### config.mk
export PLATFORM = sky130hd
export DESIGN_NAME = sprite_frame_cache_tags_flat
export DESIGN_NICKNAME = d
export VERILOG_FILES = /design/src/design/sfct_pkg.sv /design/src/design/sfct_if.sv /design/src/design/sfct_ram.sv /design/src/design/sfct_tags.sv /design/src/design/sprite_frame_cache_tags.sv /design/src/flat_wrapper.sv
export SDC_FILE = /design/constraint.sdc
export NUM_CORES = 1
export LEC_CHECK = 0
export ABC_AREA = 1
export BUFFER_PORTS_ARGS = -buffer_cell sky130_fd_sc_hd__buf_2
export CORE_AREA = 2 2 187 189
export CTS_CLUSTER_SIZE = 28
export DETAILED_ROUTE_END_ITERATION = 16
export DIE_AREA = 0 0 189 191
export GPL_TIMING_DRIVEN = 0
export PLACE_DENSITY = 0.57
export SYNTH_ARGS = -nofsm -noshare
export SYNTH_HDL_FRONTEND = slang
export SYNTH_SLANG_ARGS = --single-unit
### constraint.sdc
create_clock -name clk -period 4.95 [get_ports clk]
set_clock_uncertainty 0.05 [all_clocks]
set_input_delay 0.99 -clock clk [delete_from_list [all_inputs] [get_ports clk]]
set_output_delay 0.99 -clock clk [all_outputs]
set_load 0.02 [all_outputs]
### src/design/sfct_pkg.sv
`timescale 1ns / 1ps

package sfct_pkg;

  localparam int CACHE_SLOTS = 8;
  localparam int NUM_SPRITES = 32;
  localparam int MAX_FRAMES  = 8;

  localparam int SLOT_W   = $clog2(CACHE_SLOTS);
  localparam int SPR_W    = 5;
  localparam int FRAME_W  = 3;
  localparam int COUNT_W  = 4;
  localparam int INVAL_W  = 8;
  localparam int SPR_AW   = $clog2(NUM_SPRITES);
  localparam int LCG_W    = 16;

  localparam logic [LCG_W-1:0] LCG_SEED_INIT = 16'hace1;
  localparam logic [LCG_W-1:0] LCG_INC       = 16'd43;

  localparam logic FUNC_LOOKUP = 1'b0;
  localparam logic FUNC_LOAD   = 1'b1;

  localparam logic [1:0] ST_HIT  = 2'd0;
  localparam logic [1:0] ST_MISS = 2'd1;
  localparam logic [1:0] ST_TEST = 2'd2;
  localparam logic [1:0] ST_LOAD = 2'd3;

  typedef struct packed {
    logic [SPR_W-1:0]   sprite;
    logic [FRAME_W-1:0] frame;
  } tag_t;

  typedef struct packed {
    logic               do_lookup;
    logic               do_load;
    logic [SPR_W-1:0]   sprite;
    logic [FRAME_W-1:0] frame;
  } tag_req_t;

  typedef struct packed {
    logic                   hit;
    logic [SLOT_W-1:0]      slot;
    logic [CACHE_SLOTS-1:0] inval;
  } tag_rsp_t;

  // Frame number reduced modulo a nonzero count. A 3-bit frame needs at most
  // one subtraction on every path, so no compare-subtract chain is built.
  function automatic logic [FRAME_W-1:0] frame_mod(input logic [FRAME_W-1:0] fsel,
                                                   input logic [COUNT_W-1:0] cnt);
    logic [COUNT_W-1:0] f;
    logic [COUNT_W-1:0] r;
    f = {1'b0, fsel};
    case (cnt)
      COUNT_W'(1): r = '0;
      COUNT_W'(2): r = {3'b000, fsel[0]};
      COUNT_W'(3): begin
        if (f >= COUNT_W'(6)) begin
          r = f - COUNT_W'(6);
        end else if (f >= COUNT_W'(3)) begin
          r = f - COUNT_W'(3);
        end else begin
          r = f;
        end
      end
      COUNT_W'(4): r = {2'b00, fsel[1:0]};
      default: r = (f >= cnt) ? f - cnt : f;
    endcase
    return r[FRAME_W-1:0];
  endfunction

endpackage

### src/design/sfct_if.sv
`timescale 1ns / 1ps

interface sfct_in_if;
  logic                         valid;
  logic                         ready;
  logic                         func;
  logic [sfct_pkg::SPR_W-1:0]   sprite_num;
  logic [sfct_pkg::FRAME_W-1:0] frame_sel;
  logic [sfct_pkg::COUNT_W-1:0] frame_total;

  modport source (output valid, func, sprite_num, frame_sel, frame_total, input ready);
  modport sink   (input valid, func, sprite_num, frame_sel, frame_total, output ready);
endinterface

interface sfct_out_if;
  logic                         valid;
  logic                         ready;
  logic [1:0]                   status;
  logic [sfct_pkg::SLOT_W-1:0]  slot;
  logic [sfct_pkg::FRAME_W-1:0] frame_used;
  logic [sfct_pkg::INVAL_W-1:0] invalidated;

  modport source (output valid, status, slot, frame_used, invalidated, input ready);
  modport sink   (input valid, status, slot, frame_used, invalidated, output ready);
endinterface

### src/design/sfct_ram.sv
`timescale 1ns / 1ps

module sfct_ram #(
  parameter int WIDTH = 8,
  parameter int DEPTH = 32
) (
  input  logic                     clk,
  input  logic                     we,
  input  logic [$clog2(DEPTH)-1:0] waddr,
  input  logic [WIDTH-1:0]         wdata,
  input  logic                     re,
  input  logic [$clog2(DEPTH)-1:0] raddr,
  output logic [WIDTH-1:0]         rdata
);

  logic [WIDTH-1:0] mem [DEPTH];

  always_ff @(posedge clk) begin
    if (we) begin
      mem[waddr] <= wdata;
    end
    if (re) begin
      rdata <= mem[raddr];
    end
  end

endmodule

### src/design/sfct_tags.sv
`timescale 1ns / 1ps

module sfct_tags (
  input  logic               clk,
  input  logic               rst,
  input  sfct_pkg::tag_req_t req,
  output sfct_pkg::tag_rsp_t rsp
);

  localparam int N = sfct_pkg::CACHE_SLOTS;

  sfct_pkg::tag_t                   tags [N];
  logic [N-1:0]                     valid;
  logic [sfct_pkg::LCG_W-1:0]       seed;
  logic [sfct_pkg::LCG_W-1:0]       seed_next;
  logic [N-1:0]                     hit_vec;
  logic [N-1:0]                     spr_vec;
  logic [sfct_pkg::SLOT_W-1:0]      hit_slot;
  logic [sfct_pkg::SLOT_W-1:0]      free_slot;
  logic                             any_free;
  logic [sfct_pkg::SLOT_W-1:0]      victim;

  // Per-slot compare lanes.
  always_comb begin
    for (int s = 0; s < N; s++) begin
      spr_vec[s] = valid[s] && (tags[s].sprite == req.sprite);
      hit_vec[s] = spr_vec[s] && (tags[s].frame == req.frame);
    end
  end

  // Lowest hit and lowest free slot.
  always_comb begin
    hit_slot  = '0;
    free_slot = '0;
    any_free  = 1'b0;
    for (int s = N - 1; s >= 0; s--) begin
      if (hit_vec[s]) begin
        hit_slot = sfct_pkg::SLOT_W'(s);
      end
      if (!valid[s]) begin
        free_slot = sfct_pkg::SLOT_W'(s);
        any_free  = 1'b1;
      end
    end
  end

  // seed * 17 + 43, modulo 2^16.
  assign seed_next = (seed << 4) + seed + sfct_pkg::LCG_INC;
  assign victim    = any_free ? free_slot : seed_next[8 +: sfct_pkg::SLOT_W];

  assign rsp.hit   = |hit_vec;
  assign rsp.slot  = (|hit_vec) ? hit_slot : victim;
  assign rsp.inval = spr_vec;

  always_ff @(posedge clk) begin
    if (rst) begin
      valid <= '0;
      seed  <= sfct_pkg::LCG_SEED_INIT;
    end else if (req.do_load) begin
      valid <= valid & ~spr_vec;
    end else if (req.do_lookup && !(|hit_vec)) begin
      valid[victim] <= 1'b1;
      if (!any_free) begin
        seed <= seed_next;
      end
    end
  end

  always_ff @(posedge clk) begin
    if (req.do_lookup && !(|hit_vec)) begin
      tags[victim].sprite <= req.sprite;
      tags[victim].frame  <= req.frame;
    end
  end

endmodule

### src/design/sprite_frame_cache_tags.sv
`timescale 1ns / 1ps

// Tag controller for an eight-slot, fully associative sprite frame cache.
// Channel "lookup" carries transactions: func selects a frame lookup or a
// sprite load (frame_total is the new frame count; zero marks the sprite
// absent). Channel "result" returns exactly one transaction per input:
// status hit, miss (fill needed, slot is the slot that was claimed), test
// pattern fallback, or load done with one invalidated bit per slot.
// Each transaction is first accepted and the sprite's frame count read from
// the count RAM (registered read); then it is evaluated: the frame reduced,
// all tags compared, a victim picked and tags and count written back. A new
// transaction is accepted only in the idle state, so none is taken before the
// current one has been evaluated and its result registered.
// The result sits in an output register; while it is not taken the block
// holds the next transaction in its evaluate cycle and accepts nothing.
// Reset: all slots invalid, all frame counts zero (valid bits on the count
// RAM, no clearing pass), LCG seed 0xace1; ready stays low while reset is
// high and rises in the first cycle after reset falls.

module sprite_frame_cache_tags (
  input  logic        clk,
  input  logic        rst,
  sfct_in_if.sink     lookup,
  sfct_out_if.source  result
);

  localparam logic ST_IDLE = 1'b0;
  localparam logic ST_EXEC = 1'b1;

  logic                             state;
  logic                             state_next;
  logic                             func_q;
  logic [sfct_pkg::SPR_W-1:0]       spr_q;
  logic [sfct_pkg::FRAME_W-1:0]     fsel_q;
  logic [sfct_pkg::COUNT_W-1:0]     ftot_q;
  logic [sfct_pkg::NUM_SPRITES-1:0] cnt_vld;
  logic [sfct_pkg::COUNT_W-1:0]     ram_rdata;
  logic [sfct_pkg::COUNT_W-1:0]     count;
  logic [sfct_pkg::COUNT_W-1:0]     ftot_sat;
  logic [sfct_pkg::FRAME_W-1:0]     used;
  logic                             spr_ok;
  logic                             accept;
  logic                             go;
  logic                             ram_we;
  sfct_pkg::tag_req_t               treq;
  sfct_pkg::tag_rsp_t               trsp;

  logic                             out_valid;
  logic [1:0]                       out_status;
  logic [sfct_pkg::SLOT_W-1:0]      out_slot;
  logic [sfct_pkg::FRAME_W-1:0]     out_used;
  logic [sfct_pkg::INVAL_W-1:0]     out_inval;

  assign lookup.ready = (state == ST_IDLE) && !rst;
  assign accept       = lookup.valid && lookup.ready;
  // Evaluate once the output register is free or being drained.
  assign go           = (state == ST_EXEC) && (!out_valid || result.ready);

  assign spr_ok   = ({1'b0, spr_q} < (sfct_pkg::SPR_W + 1)'(sfct_pkg::NUM_SPRITES));
  assign count    = (spr_ok && cnt_vld[spr_q[sfct_pkg::SPR_AW-1:0]]) ? ram_rdata : '0;
  assign used     = sfct_pkg::frame_mod(fsel_q, count);
  assign ftot_sat = (ftot_q > sfct_pkg::COUNT_W'(sfct_pkg::MAX_FRAMES))
                    ? sfct_pkg::COUNT_W'(sfct_pkg::MAX_FRAMES) : ftot_q;
  assign ram_we   = go && (func_q == sfct_pkg::FUNC_LOAD) && spr_ok;

  sfct_ram #(
    .WIDTH (sfct_pkg::COUNT_W),
    .DEPTH (sfct_pkg::NUM_SPRITES)
  ) u_count_ram (
    .clk   (clk),
    .we    (ram_we),
    .waddr (spr_q[sfct_pkg::SPR_AW-1:0]),
    .wdata (ftot_sat),
    .re    (accept),
    .raddr (lookup.sprite_num[sfct_pkg::SPR_AW-1:0]),
    .rdata (ram_rdata)
  );

  always_comb begin
    treq.do_lookup = go && (func_q == sfct_pkg::FUNC_LOOKUP) && (count != '0);
    treq.do_load   = go && (func_q == sfct_pkg::FUNC_LOAD);
    treq.sprite    = spr_q;
    treq.frame     = used;
  end

  sfct_tags u_tags (
    .clk (clk),
    .rst (rst),
    .req (treq),
    .rsp (trsp)
  );

  always_comb begin
    state_next = state;
    unique case (state)
      ST_IDLE: begin
        if (accept) begin
          state_next = ST_EXEC;
        end
      end
      ST_EXEC: begin
        if (go) begin
          state_next = ST_IDLE;
        end
      end
      default: state_next = ST_IDLE;
    endcase
  end

  always_ff @(posedge clk) begin
    if (rst) begin
      state     <= ST_IDLE;
      out_valid <= 1'b0;
      cnt_vld   <= '0;
    end else begin
      state <= state_next;
      if (go) begin
        out_valid <= 1'b1;
      end else if (result.ready) begin
        out_valid <= 1'b0;
      end
      if (ram_we) begin
        cnt_vld[spr_q[sfct_pkg::SPR_AW-1:0]] <= 1'b1;
      end
    end
  end

  // Capture the transaction; payload needs no reset.
  always_ff @(posedge clk) begin
    if (accept) begin
      func_q <= lookup.func;
      spr_q  <= lookup.sprite_num;
      fsel_q <= lookup.frame_sel;
      ftot_q <= lookup.frame_total;
    end
  end

  // Build the result.
  always_ff @(posedge clk) begin
    if (go) begin
      out_status <= sfct_pkg::ST_TEST;
      out_slot   <= '0;
      out_used   <= '0;
      out_inval  <= '0;
      if (func_q == sfct_pkg::FUNC_LOAD) begin
        out_status <= sfct_pkg::ST_LOAD;
        out_inval  <= sfct_pkg::INVAL_W'(trsp.inval);
      end else if (count != '0) begin
        out_status <= trsp.hit ? sfct_pkg::ST_HIT : sfct_pkg::ST_MISS;
        out_slot   <= trsp.slot;
        out_used   <= used;
      end
    end
  end

  assign result.valid       = out_valid;
  assign result.status      = out_status;
  assign result.slot        = out_slot;
  assign result.frame_used  = out_used;
  assign result.invalidated = out_inval;

endmodule
### src/flat_wrapper.sv
// flat-port wrapper written by rule: the top's interface ports become plain ports
module sprite_frame_cache_tags_flat 
  (clk, rst, lookup_valid, lookup_func, lookup_sprite_num, lookup_frame_sel, lookup_frame_total, lookup_ready, result_valid, result_status, result_slot, result_frame_used, result_invalidated, result_ready);
  sfct_in_if lookup_i ();
  sfct_out_if result_i ();
  input  logic clk;
  input  logic rst;
  input wire logic [$bits(lookup_i.valid)-1:0] lookup_valid;
  input wire logic [$bits(lookup_i.func)-1:0] lookup_func;
  input wire logic [$bits(lookup_i.sprite_num)-1:0] lookup_sprite_num;
  input wire logic [$bits(lookup_i.frame_sel)-1:0] lookup_frame_sel;
  input wire logic [$bits(lookup_i.frame_total)-1:0] lookup_frame_total;
  output wire logic [$bits(lookup_i.ready)-1:0] lookup_ready;
  output wire logic [$bits(result_i.valid)-1:0] result_valid;
  output wire logic [$bits(result_i.status)-1:0] result_status;
  output wire logic [$bits(result_i.slot)-1:0] result_slot;
  output wire logic [$bits(result_i.frame_used)-1:0] result_frame_used;
  output wire logic [$bits(result_i.invalidated)-1:0] result_invalidated;
  input wire logic [$bits(result_i.ready)-1:0] result_ready;
  assign lookup_i.valid = lookup_valid;
  assign lookup_i.func = lookup_func;
  assign lookup_i.sprite_num = lookup_sprite_num;
  assign lookup_i.frame_sel = lookup_frame_sel;
  assign lookup_i.frame_total = lookup_frame_total;
  assign lookup_ready = lookup_i.ready;
  assign result_valid = result_i.valid;
  assign result_status = result_i.status;
  assign result_slot = result_i.slot;
  assign result_frame_used = result_i.frame_used;
  assign result_invalidated = result_i.invalidated;
  assign result_i.ready = result_ready;
  sprite_frame_cache_tags u_core (.clk(clk), .rst(rst), .lookup(lookup_i), .result(result_i));
endmodule
==> results of run 1 <==
## power breakdown
| group | switching [W] | internal, W |
|---|---|---|
| clock network | 0.000910 | 0.00121 |
| logic | 0.000220 | 0.0000901 |
| registers | 0.0000156 | 0.00254 |
| total | 0.00115 | 0.00385 |
## sequential cells by signal, summed over array words and instances, names as in the netlist, 4 cells and up
signal                     count
u_core.ftot_q                  4
u_core.result.invalidated      8
u_core.u_tags.seed            11
u_core.cnt_vld                32
u_core.u_tags.valid            8
u_core.spr_q                   5
u_core.u_count_ram.mem       128
u_core.u_tags.tags            64
u_core.u_count_ram.rdata       4
## through the flow
step | std cells | TNS, ps | total power [W]
floorplan | 1241 | 0 | 0.00278
global placement | 1729 | -32450 | 0.00289
detailed placement | 1735 | -28750 | 0.00290
CTS | 1799 | 0 | 0.00501
global route | 1819 | -574 | 0.00514
finish | 1819 | 0 | 0.00499
## kinds of logic (layout without fill, tap and decap cells)
family                   count (synthesis)  in the layout  synth area share (%)
AO/OA/AOI/OAI                          190            190                  9.18
XOR/XNOR                                23             23                  1.58
adder cells (fa/ha/maj)                 25             25                  2.57
AND/OR/NAND/NOR                        573            576                  20.3
flip-flops                             278            278                  61.4
buffers and inverters                  152            272                  5.04
## timing repair
action,4_1_cts,5_1_grt
buffers inserted,10,17
pin swaps,2,19
endpoints found under the setup margin,64,81
resized for setup,12,20
cloned,0,3
## area by class of cell
class	count	area, sq um
tap	455	569
timing repair buffer	66	500
inverter	105	413
clock buffer	46	840
buffer	47	245
fill	3223	19200
sequential	278	7820
clock inverter	8	76.3
multi-input combinational	814	4450
## routing by layer
metal  wire, um  vias up  GRT usage (%)
li1           -     4484              -
met1      15500     4567           26.3
met2      15100      321           28.9
met3       2090       51           2.96
met4        697        0           4.69
met5          0        -              0
## cells in the mapped netlist, types with 2 or more instances
| master | number | area share [%] |
|---|---|---|
| xor2_1 | 15 | 1.0 |
| o2111ai_1 | 2 | 0.14 |
| o21bai_1 | 2 | 0.12 |
| o21ai_1 | 11 | 0.43 |
| nand2_8 | 2 | 0.31 |
| a31oi_1 | 4 | 0.20 |
| nor2_8 | 3 | 0.47 |
| ha_1 | 23 | 2.3 |
| buf_2 | 3 | 0.12 |
| a221oi_1 | 3 | 0.21 |
| nand2_1 | 187 | 5.5 |
| a2111oi_0 | 3 | 0.21 |
| a21oi_2 | 2 | 0.14 |
| fa_1 | 2 | 0.31 |
| nor4_1 | 3 | 0.15 |
| nand4_4 | 2 | 0.33 |
| clkbuf_1 | 33 | 0.97 |
| nor3_1 | 18 | 0.71 |
| buf_4 | 6 | 0.35 |
| nand3b_1 | 5 | 0.29 |
| nand3_2 | 2 | 0.16 |
| nand3_1 | 54 | 2.1 |
| buf_6 | 4 | 0.35 |
| a32oi_1 | 4 | 0.27 |
| nand3_4 | 2 | 0.27 |
| o221ai_1 | 28 | 1.9 |
| or2_2 | 3 | 0.15 |
| inv_1 | 94 | 2.8 |
| edfxtp_1 | 225 | 53 |
| nand2_2 | 18 | 0.88 |
| nor2_2 | 4 | 0.20 |
| o22ai_1 | 13 | 0.64 |
| nor3_2 | 2 | 0.16 |
| o21ai_0 | 93 | 3.7 |
| nand4_1 | 7 | 0.34 |
| or4_1 | 2 | 0.12 |
| inv_2 | 6 | 0.18 |
| nand2_4 | 7 | 0.62 |
| nor2_1 | 251 | 7.4 |
| dfxtp_1 | 53 | 8.3 |
| a21oi_1 | 18 | 0.71 |
| inv_4 | 3 | 0.15 |
| xnor2_1 | 8 | 0.55 |
## how the worst max path moves through the flow
stage | start | end | slack, ps | cells after the start
2_1_floorplan | u_core.spr_q[1] | u_core.u_tags.tags[0][0] | 140 | 30
3_3_place_gp | u_core.spr_q[2] | u_core.u_tags.tags[0][3] | -1310 | 28
3_5_place_dp | u_core.spr_q[0] | u_core.u_tags.tags[6][4] | -540 | 32
4_1_cts | u_core.spr_q[0] | u_core.u_tags.tags[0][3] | 4 | 33
5_1_grt | u_core.spr_q[0] | u_core.u_tags.tags[1][0] | -40 | 33
6_report | u_core.spr_q[2] | u_core.u_tags.tags[1][0] | 250 | 28
## cell usage in the layout, fill, tap and decap left out, types with 8 or more instances in the layout
cell,count
nand2_1,185
nand3_1,50
o21ai_1,11
xnor2_1,8
edfxtp_1,225
clkbuf_16,29
inv_1,93
nor2_2,8
o22ai_1,13
dfxtp_1,53
o221ai_1,28
buf_4,30
nor2_1,241
a21oi_1,18
nand2_2,21
xor2_1,15
nor3_1,15
buf_2,35
nand2_4,9
ha_1,23
clkbuf_1,44
o21ai_0,93
## worst register-to-register path, delay by kind of cell, from the launching register on
| kind | cells | cell delay [ps] |
|---|---|---|
| compound gates | 1 | 390 |
| fa+ha+maj | 2 | 460 |
| buf+inv | 6 | 670 |
| flops | 1 | 450 |
| simple gates | 19 | 2370 |
==> results.json, run 1 <==
{
  "crit_family": "simple AND/OR/NAND/NOR gates",
  "synth-edff-count": 225,
  "grt_pass1_wl_mm": 50.8,
  "hold_violations": 0,
  "drive_above_1_share_pct": 15.0,
  "vdd_drop_max_mv": 0.219,
  "synth.avg_cell_area_sq_um": 10.3,
  "r2r_setup_slack_ps": 250,
  "syn_inst": 1241,
  "hold_class": "flop to flop",
  "die_w_um": 189,
  "yosysUniqueCellTypes": 54,
  "relSlewSlack_pct": 42.5,
  "tightest_slew_ps": 857,
  "tritoncts": "yes",
  "hold_end": "u_core.cnt_vld[20]",
  "cts_inserted_buffers": 29,
  "clock.fmax_ghz": 0.213,
  "grt_pass1_vias": 8760,
  "place_ws_ps": -541,
  "crit_buf_inv": 6,
  "placed_area_sq_um": 13600,
  "crit_path_max_incr_delay_ps": 450,
  "fin_ws_ps": 246,
  "die_y_um": 191,
  "yosysWarnings": 0,
  "drc_errors": 0,
  "viasPerCell": 5.18,
  "ios": 35,
  "num_rows": 68,
  "syn-num-nets": 1283,
  "status": "completed",
  "cts_max_level": 1,
  "finalCriticalPeriod_ps": 4700,
  "synth-seq-cells": 278,
  "numClockSinks": 278,
  "maxSlewViolCount": 0,
  "io_buffer_count": 33,
  "cts.clk_slew.worst_paths_ps": 60,
  "ff2ff_path_depth": 28,
  "overflow": 0,
  "initial_utilization_pct": 37.3,
  "syn-cell-area_sq_um": 12700,
  "routed_wirelength_mm": 33.4,
  "reg2reg_from": "u_core.spr_q[2]",
  "seq_area_frac_synth_pct": 61.4,
  "syn_to_final_growth_pct": 17.1,
  "n_antenna_cell": 0,
  "holdWs_ps": 418,
  "grt_max_degree": 33,
  "required_ps": 5120,
  "slowest_stage": "edfxtp_1",
  "critical_path.endpoint_type": "flop",
  "postSynth.asyncResetShare_pct": 0,
  "hold_depth": 2,
  "firstDrtPassIters": 7,
  "cts-root-buf": "clkbuf_16",
  "via_count": 9423,
  "hold_start": "u_core.cnt_vld[20]",
  "worstSkewPairLatency_ps": 570,
  "antenna_found_initial": 0,
  "startpoint_type": "flop",
  "post-route-period-util_pct": 95.0,
  "core_sq_um": 34100,
  "worstPathArrival_ps": 4870,
  "worst-path-max-fanout": 9,
  "nNetsFinal": 1383,
  "leakagePower_nw": 5.53,
  "die_area_sq_um": 36100,
  "synthFlopType": "edfxtp_1",
  "gp_congestion": 0.860,
  "setup_viol": 0,
  "fin_area_sq_um": 14900,
  "reg2reg_to": "u_core.u_tags.tags[1][0]",
  "utilization_pct": 43.7,
  "first_iter_violations": 944,
  "avgRoutedWirePerCell_um": 18.4,
  "grt_use_total_pct": 18.3,
  "ant_nets": 0,
  "powerDensity_nw_per_um2": 335,
  "cts_buffer_depth": 3,
  "critPathKind": "flop to flop",
  "hpwl_mm": 23.2,
  "cts-hold-fix-buffers": 0,
  "maxCapViolations": 0,
  "cpMostUsedCell": "nand2_1"
}
Power figures use the tool's default switching activity.
==> run 2, diff against run 1 <==
PLACE_DENSITY = 0.55   (was 0.57)
clock period = 5.46 ns   (was 4.95 ns; I/O delays follow)
==> results.json, run 2 (synthesis gave the netlist of run 1 again) <==
{
  "cts_max_level": 1,
  "via_count": 9213,
  "reg2reg_to": "u_core.u_tags.tags[0][3]",
  "cts_inserted_buffers": 31,
  "slowest_stage": "edfxtp_1",
  "num_rows": 68,
  "worstSkewPairLatency_ps": 570,
  "maxCapViolations": 0,
  "tritoncts": "yes",
  "die_area_sq_um": 36100,
  "critical_path.endpoint_type": "flop",
  "grt_use_total_pct": 18.3,
  "firstDrtPassIters": 6,
  "required_ps": 5680,
  "core_sq_um": 34100,
  "viasPerCell": 5.11,
  "largest_reg_flops": 128,
  "crit_path_max_incr_delay_ps": 510,
  "regMostFlops": "u_core.u_count_ram.mem",
  "drc_errors": 0,
  "powerDensity_nw_per_um2": 314,
  "drive_above_1_share_pct": 14.2,
  "reg_top3": "u_core.u_count_ram.mem (128), u_core.u_tags.tags (64), u_core.cnt_vld (32)",
  "clock.fmax_ghz": 0.193,
  "status": "completed",
  "setup_viol": 0,
  "grt_max_degree": 33,
  "n_antenna_cell": 0,
  "crit_start": "u_core.spr_q[4]",
  "io_buffer_count": 33,
  "tightest_slew_ps": 816,
  "die_w_um": 189,
  "post-route-period-util_pct": 94.7,
  "antenna_found_initial": 0,
  "layout_common_cells": "241 x nor2_1, 225 x edfxtp_1, 186 x nand2_1",
  "leakagePower_nw": 5.49,
  "fillers": 3254,
  "syn_to_final_growth_pct": 16.1,
  "worstPathArrival_ps": 5390,
  "r2r_setup_slack_ps": 290,
  "hpwl_mm": 23.3,
  "cts-root-buf": "clkbuf_16",
  "numClockSinks": 278,
  "vdd_drop_max_mv": 0.254,
  "finalCriticalPeriod_ps": 5170,
  "hold_end": "u_core.cnt_vld[27]",
  "worst-path-max-fanout": 10,
  "total_power_w": 0.00464,
  "overflow": 0,
  "place_ws_ps": -144,
  "grt_pass1_vias": 8908,
  "maxSlewViolCount": 0,
  "gp_congestion": 0.894,
  "reg2reg_from": "u_core.spr_q[4]",
  "ant_nets": 0,
  "cts.clk_slew.worst_paths_ps": 60,
  "initial_utilization_pct": 37.3,
  "relSlewSlack_pct": 45.2,
  "cts-hold-fix-buffers": 0,
  "die_y_um": 191,
  "cts_buffer_depth": 3,
  "critPathKind": "flop to flop",
  "routed_wirelength_mm": 32.8,
  "ff2ff_path_depth": 30,
  "fin_ws_ps": 291,
  "hold_violations": 0,
  "layout_commonest_cell": "nor2_1",
  "avgRoutedWirePerCell_um": 18.2,
  "grt_pass1_wl_mm": 50.8,
  "hold_class": "flop to flop",
  "cpMostUsedCell": "nand2_1",
  "first_iter_violations": 755,
  "nNetsFinal": 1370,
  "hold_start": "u_core.cnt_vld[27]",
  "startpoint_type": "flop",
  "ios": 35,
  "hold_depth": 2
}
## run 2: worst max path at each step
stage / end / slack (ps)
after floorplan: u_core.u_tags.tags[0][0] / 650
after global placement: u_core.u_tags.tags[0][3] / -900
after detailed placement: u_core.u_tags.tags[5][7] / -140
after CTS: u_core.u_tags.tags[0][3] / -160
after global routing: u_core.u_tags.tags[0][3] / -7
final: u_core.u_tags.tags[0][3] / 290
## run 2: timing repair
action	CTS	global route
setup endpoints to repair	53	64
pin swaps	0	2
gates cloned	0	0
buffers inserted	0	14
resized for setup	0	15
## run 2: layout make-up
type	count	area (sq um)	share of cell area, %
Buffer	47	241	1.63
Clock buffer	37	840	5.68
Clock inverter	17	160	1.08
Inverter	105	413	2.79
Multi-Input combinational cell	811	4350	29.4
Sequential cell	278	7820	52.9
Tap cell	455	569	3.85
Timing Repair Buffer	54	398	2.69
## run 2: critical path, delay by kind of cell (launching register included)
kind / cells / cell delay (ps)
and+or+nand+nor: 19 / 2530
buffers and inverters: 8 / 940
DFF: 1 / 510
adders and majority gates: 2 / 500
AOI/OAI and AO/OA: 1 / 330
## run 2: per-stage QoR
| stage | instances | hold WS [ps] | setup TNS (ps) | area, sq um | util [%] |
|---|---|---|---|---|---|
| global route | 1804 | 447 | -28.7 | 14800 | 43.3 |
| detailed placement | 1736 | 408 | -4910 | 13600 | 39.9 |
| finish | 1804 | 418 | 0 | 14800 | 43.3 |
| floorplan | 1241 | 390 | 0 | 12700 | - |
| CTS | 1790 | 421 | -5340 | 14600 | 42.8 |
| global placement | 1729 | 403 | -10580 | 13500 | 39.5 |
## run 2: power by group
part           switching [W]  internal, W  leakage [nW]
registers          0.0000155      0.00230          2.48
clock network       0.000857      0.00119         0.491
logic               0.000194    0.0000815          2.52
## run 2: layer usage
metal	track usage, %	vias to the layer above	wire, um
li1	-	4460	-
met5	0	-	0
met3	3.93	66	2380
met1	25.3	4398	14900
met4	5.80	0	896
met2	28.8	289	14700
